===== config.mk =====
export PLATFORM = sky130hd
export DESIGN_NAME = ghal_ctrl
export DESIGN_NICKNAME = d
export VERILOG_FILES = /design/src/rtl/ghal_pkg.sv /design/src/rtl/ghal_ctrl.sv
export SDC_FILE = /design/constraint.sdc
export NUM_CORES = 1
export LEC_CHECK = 0
export BUFFER_PORTS_ARGS = -buffer_cell sky130_fd_sc_hd__buf_2
export CAP_MARGIN = 20
export CORE_AREA = 2 2 39 41
export DETAILED_ROUTE_END_ITERATION = 12
export DIE_AREA = 0 0 41 43
export SLEW_MARGIN = 20
export SYNTH_ARGS = -nofsm -noshare
export SYNTH_HDL_FRONTEND = slang
export SYNTH_SLANG_ARGS = --single-unit

===== constraint.sdc =====
create_clock -name i_clk -period 2.6 [get_ports i_clk]
set_input_delay 0.26 -clock i_clk [delete_from_list [all_inputs] [get_ports i_clk]]
set_output_delay 0.26 -clock i_clk [all_outputs]
set_load 0.05 [all_outputs]

===== src/rtl/ghal_pkg.sv =====
`timescale 1ns / 1ps
// ----------------------------------------------------------------------------
// ghal_pkg
// shared types and constants of the generational handle allocator
// ----------------------------------------------------------------------------
package ghal_pkg;

    localparam int SLOTS     = 256;
    localparam int IDX_W     = $clog2(SLOTS);
    localparam int HW_W      = IDX_W + 1;
    localparam int VER_W     = 16;
    localparam int TAG_W     = 2;
    localparam int OP_W      = 3;
    localparam int STAT_W    = 2;

    localparam int S_TDATA_W = 32;
    localparam int S_TUSER_W = OP_W;
    localparam int M_TDATA_W = 40;
    localparam int M_TUSER_W = STAT_W;
    localparam int M_PAD_W   = M_TDATA_W - IDX_W - VER_W - 1 - HW_W;

    localparam logic [TAG_W-1:0] TAG_NONE = '0;

    typedef enum logic [OP_W-1:0] {
        OP_ALLOC  = 3'd0,
        OP_TAG    = 3'd1,
        OP_SWEEP  = 3'd2,
        OP_ACT    = 3'd3,
        OP_DEACT  = 3'd4,
        OP_QUERY  = 3'd5
    } t_op;

    typedef enum logic [STAT_W-1:0] {
        ST_OK    = 2'd0,
        ST_STALE = 2'd1,
        ST_FULL  = 2'd2
    } t_status;

    typedef enum logic [2:0] {
        S_IDLE,
        S_POP,
        S_EXEC,
        S_SWEEP,
        S_SDONE
    } t_state;

    // one slot table entry
    typedef struct packed {
        logic [VER_W-1:0] version;
        logic             active;
        logic [TAG_W-1:0] tag;
    } t_slot;

    // controller to datapath
    typedef struct packed {
        logic accept;
        logic pop;
        logic exec;
        logic sweep_run;
        logic sweep_done;
    } t_cmd;

    // datapath to controller
    typedef struct packed {
        logic stack_empty;
        logic sweep_end;
        logic out_free;
    } t_dp_stat;

endpackage


===== src/rtl/ghal_ctrl.sv =====
`timescale 1ns / 1ps
// ----------------------------------------------------------------------------
// ghal_ctrl
// sequencer of the allocator: one operation at a time
// ----------------------------------------------------------------------------
module ghal_ctrl (
    input  logic                              i_clk,
    input  logic                              i_rst_n,
    input  logic                              i_s_tvalid,
    input  ghal_pkg::t_op                     i_op,
    input  ghal_pkg::t_dp_stat                i_stat,
    output logic                              o_s_tready,
    output ghal_pkg::t_cmd                    o_cmd
);

    ghal_pkg::t_state r_state;
    ghal_pkg::t_state n_state;

    always_ff @(posedge i_clk) begin
        if (!i_rst_n) begin
            r_state <= ghal_pkg::S_IDLE;
        end else begin
            r_state <= n_state;
        end
    end

    always_comb begin
        n_state = r_state;
        unique case (r_state)
            ghal_pkg::S_IDLE: begin
                if (i_s_tvalid) begin
                    priority if (i_op == ghal_pkg::OP_ALLOC && !i_stat.stack_empty) begin
                        n_state = ghal_pkg::S_POP;
                    end else if (i_op == ghal_pkg::OP_SWEEP) begin
                        n_state = ghal_pkg::S_SWEEP;
                    end else begin
                        n_state = ghal_pkg::S_EXEC;
                    end
                end
            end
            ghal_pkg::S_POP: begin
                n_state = ghal_pkg::S_EXEC;
            end
            ghal_pkg::S_EXEC: begin
                if (i_stat.out_free) begin
                    n_state = ghal_pkg::S_IDLE;
                end
            end
            ghal_pkg::S_SWEEP: begin
                if (i_stat.sweep_end) begin
                    n_state = ghal_pkg::S_SDONE;
                end
            end
            ghal_pkg::S_SDONE: begin
                if (i_stat.out_free) begin
                    n_state = ghal_pkg::S_IDLE;
                end
            end
            default: begin
                n_state = ghal_pkg::S_IDLE;
            end
        endcase
    end

    always_comb begin
        o_cmd            = '0;
        o_s_tready       = 1'b0;
        unique case (r_state)
            ghal_pkg::S_IDLE: begin
                o_s_tready   = 1'b1;
                o_cmd.accept = i_s_tvalid;
            end
            ghal_pkg::S_POP: begin
                o_cmd.pop = 1'b1;
            end
            ghal_pkg::S_EXEC: begin
                o_cmd.exec = i_stat.out_free;
            end
            ghal_pkg::S_SWEEP: begin
                o_cmd.sweep_run = 1'b1;
            end
            ghal_pkg::S_SDONE: begin
                o_cmd.sweep_done = i_stat.out_free;
            end
            default: begin
                o_cmd = '0;
            end
        endcase
    end

endmodule


==> results of run 1 <==
## synth_stat cells
cell,instances,share of area [%]
dfxtp_1,3,25
nand2b_1,2,5.1
a211o_1,1,3.6
nor2b_1,2,5.1
nor3_1,2,4.1
inv_1,1,1.5
a31oi_1,1,2.6
nor3b_1,2,6.2
buf_6,1,4.6
a221oi_2,1,6.2
nor4b_2,1,6.2
a21oi_1,1,2.0
nand2_1,2,3.1
nor2_1,3,4.6
and2_1,1,2.6
o2111ai_1,1,3.6
and2_2,2,6.2
mux2i_1,2,8.2
## final cells by class
type                    instances  share of cell area (%)
flip-flops and latches          3                   17.20
well taps                      16                   5.735
repair buffers                 14                   20.07
multi-input cells              24                   48.39
clock buffers                   4                   7.527
inverters                       1                   1.075
## power by group
| part | switching [W] | internal (W) | leakage, nW |
|---|---|---|---|
| clock network | 0.0000229 | 0.0000574 | 0.0150 |
| registers | 0.00000471 | 0.0000486 | 0.0245 |
| logic | 0.0000335 | 0.0000182 | 0.121 |
| total | 0.0000611 | 0.000124 | 0.161 |
## critical path: cells and delay by family (launching register included)
family	cells	cell delay, ns
flops	1	0.45
buf+inv	1	0.25
simple gates	2	0.45
## worst paths after layout
kind | to | depth (start not counted) | slack, ns | startpoint
min | r_state[2] | 2 | 0.30 | i_rst_n
min reg2reg | r_state[1] | 2 | 0.57 | r_state[1]
max | o_cmd[1] | 3 | 0.96 | r_state[1]
max reg2reg | r_state[0] | 3 | 1.34 | r_state[0]
## logic make-up (layout without fill, tap and decap cells)
group | Yosys count | in the layout | share of synthesized area (%)
compound gates | 5 | 5 | 17.95
flops | 3 | 3 | 24.62
buf+inv | 2 | 19 | 6.152
mux | 2 | 2 | 8.205
simple gates | 17 | 17 | 43.07
## per-layer routing
layer	share of wire, %	vias up
li1	-	139
met1	45	110
met2	43	13
met3	11	2
met4	0.66	0
met5	0	-
## through the flow
stage	cell area (um^2)	hold WS, ns	setup slack (ns)	cells
finish	349.1	0.2955	0.9591	62
global route	349.1	0.3196	0.8705	62
global placement	322.8	0.5334	1.198	58
detailed placement	322.8	0.5384	1.195	58
CTS	349.1	0.2959	0.9431	62
floorplan	244.0	0.3882	0.2242	29
==> metrics.cfg, run 1 <==
[clock_tree]
clock_sinks = 3
cts_max_level = 1
cts_tree = done
root_buffer = clkbuf_4
cts_setup_buffers = 0
cts_resized = 0
clk_latency_ns = 0.23
path_clk_slew_ns = 0.03
numCtsBuffers = 3
clockBufferDepth = 2
cts_hold_buf = 0

[sta]
rsz0062_at_grt = no
finalCritPeriodShare_pct = 63.11
finalSetupTns_ns = 0
hold_viol = 0
finClkSkew_ns = 0.0007980
drv_slew = 0
min_period_ns = 1.641
setup_viol = 0
maxSlewHeadroom_pct = 80.00
max_freq_mhz = 609.4
worstMarginPinSlew_ns = 0.2978

[setup_path]
critPathMaxFanout = 8
crit_chain = nor2b_1 -> and2_2 -> buf_2
cp_slowest_cell = dfxtp_1
worstPathRequired_ns = 2.34
start_kind = register
cp_slowest_stage_delay_ns = 0.45
arrival_ns = 1.38
critical_path_class = reg2out
end_kind = output pin

[global_route]
grt_pass1_wl_um = 972
antenna_found_initial = 0
grt_max_degree = 11
overflow = 0
busiest_layer = met2
grt_use_met2_pct = 10.94
grt.met1_usage_pct = 10.58
grt_util_all_layers_pct = 8.626
grt_pass1_vias = 260
use_met3_pct = 6.283

[floorplanning]
die_y_um = 43
rows = 14
dieArea_um2 = 1763
start_util_pct = 17.63
core_area_um2 = 1384
ioPinCount = 15
die_x_um = 41

[routing]
drcViolationCount = 0
first_pass_iters = 2
wl_per_cell_um = 9.710
detailroute.via_count = 264
wirelength_um = 602
drt_iter0_markers = 3
drt-vias-per-instance = 4.258
antenna_left = 0

[synthesis]
avgSynthCellArea_um2 = 8.413
netlist_instances = 29
synth_warnings = 0
ys_seq_area_share_pct = 24.62
ys_ff_latch = 3
syn_nets = 38
yosysUniqueCellTypes = 18
syn_area_um2 = 244.0

[placed_design]
globalplace.congestion = 0.7218
io_buffers = 14
dp_hpwl_um = 506.1

[finish]
largest_register_ffs = 3
postLayoutCoreUtil_pct = 25.23
mostFrequentLayoutCells = buf_2, nor2_1, clkbuf_4, dfxtp_1
nFillCells = 170
top_regs = r_state x3
drive_above_1_share_pct = 45.65
multi_input_area_um2 = 168.9
area_delta_synth_final_pct = 43.08
nNetsFinal = 56
seqCellArea_um2 = 60.06
final_common_cell = buf_2
regMostFlops = r_state
n_antenna_cell = 0

[run_status]
status = finished, final reports clean

[flow_run]
maxCapViolCount = 0

[power]
powerDensity_nw_per_um2 = 530.8
vdd_drop_max_mv = 0.2880
power_leakage_nw = 0.1608
finalPower_w = 0.0001853

[worst_hold_path]
hold_path.class = in2reg

(Power assumes the default switching activity.)
==> run 2, diff against run 1 <==
clock period = 1.65 ns   (was 2.6 ns; I/O delays follow)
==> metrics.cfg, run 2 (synthesis gave the netlist of run 1 again) <==
[run_status]
status = finished, final reports clean

[placed_design]
io_buffers = 14  ; unchanged
place_ws_ns = 0.3407  ; -0.8546 ns
globalplace.congestion = 0.6730  ; -6.8%
dp_hpwl_um = 483.4  ; -4.5%

[finish]
n_antenna_cell = 0  ; unchanged
area_delta_synth_final_pct = 45.13
largest_register_ffs = 3  ; unchanged
nNetsFinal = 56  ; unchanged
postLayoutCoreUtil_pct = 25.59  ; +0.36 points
top_regs = r_state x3
final_common_cell = buf_2
mostFrequentLayoutCells = buf_2, nor2_1, clkbuf_4, dfxtp_1
nFillCells = 166  ; -2.4%
multi_input_area_um2 = 173.9  ; +3.0%
seqCellArea_um2 = 60.06  ; unchanged
regMostFlops = r_state
drive_above_1_share_pct = 47.83  ; +2.2 points

[global_route]
antenna_found_initial = 0  ; unchanged
grt_pass1_wl_um = 1076  ; +11%
grt_pass1_vias = 281  ; +8.1%
busiest_layer = met2
grt_util_all_layers_pct = 9.127  ; +0.50 points
grt.met1_usage_pct = 9.615  ; -0.96 points
grt_max_degree = 11  ; unchanged
use_met3_pct = 3.141  ; -3.1 points
overflow = 0  ; unchanged
grt_use_met2_pct = 14.37  ; +3.4 points

[setup_path]
end_kind = output pin
critPathMaxFanout = 8  ; unchanged
critical_path_class = reg2out
start_kind = register
arrival_ns = 1.39  ; about the same
cp_slowest_cell = dfxtp_1
cpLargestDelayFamily = flip-flops
crit_chain = nor2b_1 -> and2_2 -> buf_2
worstPathRequired_ns = 1.48  ; -0.86 ns
crit_buf_inv = 1  ; unchanged
cp_slowest_stage_delay_ns = 0.46  ; about the same

[sta]
drv_slew = 0  ; unchanged
hold_viol = 0  ; unchanged
setup_viol = 0  ; unchanged
finalSetupTns_ns = 0  ; unchanged
rsz0062_at_grt = no
maxSlewHeadroom_pct = 77.53  ; -2.5 points
finClkSkew_ns = 0.002842  ; +0.002044 ns
worstMarginPinSlew_ns = 0.3366  ; +0.03879 ns
max_freq_mhz = 642.5
min_period_ns = 1.557
finalCritPeriodShare_pct = 94.33
setup_slack_ns = 0.09348  ; -0.8656 ns

[clock_tree]
cts_resized = 0  ; unchanged
cts_max_level = 1  ; unchanged
clk_latency_ns = 0.23  ; about the same
numCtsBuffers = 3  ; unchanged
path_clk_slew_ns = 0.04  ; about the same
root_buffer = clkbuf_4
cts_setup_buffers = 0  ; unchanged
clock_sinks = 3  ; unchanged
cts_hold_buf = 0  ; unchanged
clockBufferDepth = 2  ; unchanged
cts_tree = done

[routing]
antenna_left = 0  ; unchanged
drcViolationCount = 0  ; unchanged
drt-vias-per-instance = 4.306  ; +1.1%
drt_iter0_markers = 0  ; -3
wl_per_cell_um = 10.10  ; +4.0%
wirelength_um = 626  ; +4.0%
first_pass_iters = 1  ; -1
detailroute.via_count = 267  ; +1.1%

[power]
power_leakage_nw = 0.1620  ; +0.78%
vdd_drop_max_mv = 0.2737  ; -4.9%
powerDensity_nw_per_um2 = 843.4  ; +59%

[floorplanning]
start_util_pct = 17.63  ; unchanged
die_x_um = 41  ; unchanged
core_area_um2 = 1384  ; unchanged
ioPinCount = 15  ; unchanged
dieArea_um2 = 1763  ; unchanged
die_y_um = 43  ; unchanged
rows = 14  ; unchanged

[worst_hold_path]
hold_path.class = in2reg

[flow_run]
maxCapViolCount = 0  ; unchanged

==> run 2: area by class of cell <==
cell class / count / share of cell area, %
Tap cell: 16 / 5.654
Inverter: 1 / 1.060
Multi-Input combinational cell: 24 / 49.12
Clock buffer: 4 / 7.420
Timing Repair Buffer: 14 / 19.79
Sequential cell: 3 / 16.96
==> run 2: stage by stage <==
stage          total power [W]  hold slack [ns]  cell area, um^2  cells
2_1_floorplan        0.0001453           0.2932            249.0     29
3_3_place_gp         0.0001667           0.4330            327.8     58
3_5_place_dp         0.0001675           0.4364            327.8     58
4_1_cts              0.0003099           0.1892            354.1     62
5_1_grt              0.0003175           0.2087            354.1     62
6_report             0.0002986           0.2050            354.1     62
==> run 2: per-layer routing <==
| layer | part of all wire, % | up-vias |
|---|---|---|
| li1 | - | 140 |
| met1 | 42 | 123 |
| met2 | 56 | 4 |
| met3 | 2.1 | 0 |
| met4 | 0 | 0 |
| met5 | 0 | - |
==> run 2: worst min-delay path, stage by stage <==
cell	delay, ns
buf_2	0.12
nand2b_1	0.06
a21oi_1	0.04
==> run 2: power by group <==
group / switching (W) / leakage (nW) / internal, W
Sequential: 0.00000792 / 0.0245 / 0.0000764
Clock: 0.0000416 / 0.0150 / 0.0000909
Combinational: 0.0000526 / 0.123 / 0.0000293
Total: 0.000102 / 0.162 / 0.000197
==> run 2: worst paths after layout <==
| path | startpoint | endpoint | slack (ns) | cells after the start |
|---|---|---|---|---|
| worst max-delay path | r_state[1] | o_cmd[1] | 0.09 | 3 |
| worst min-delay path | i_rst_n | r_state[1] | 0.20 | 3 |
| worst max register to register | r_state[0] | r_state[0] | 0.38 | 3 |
| worst min register to register | r_state[1] | r_state[1] | 0.57 | 2 |
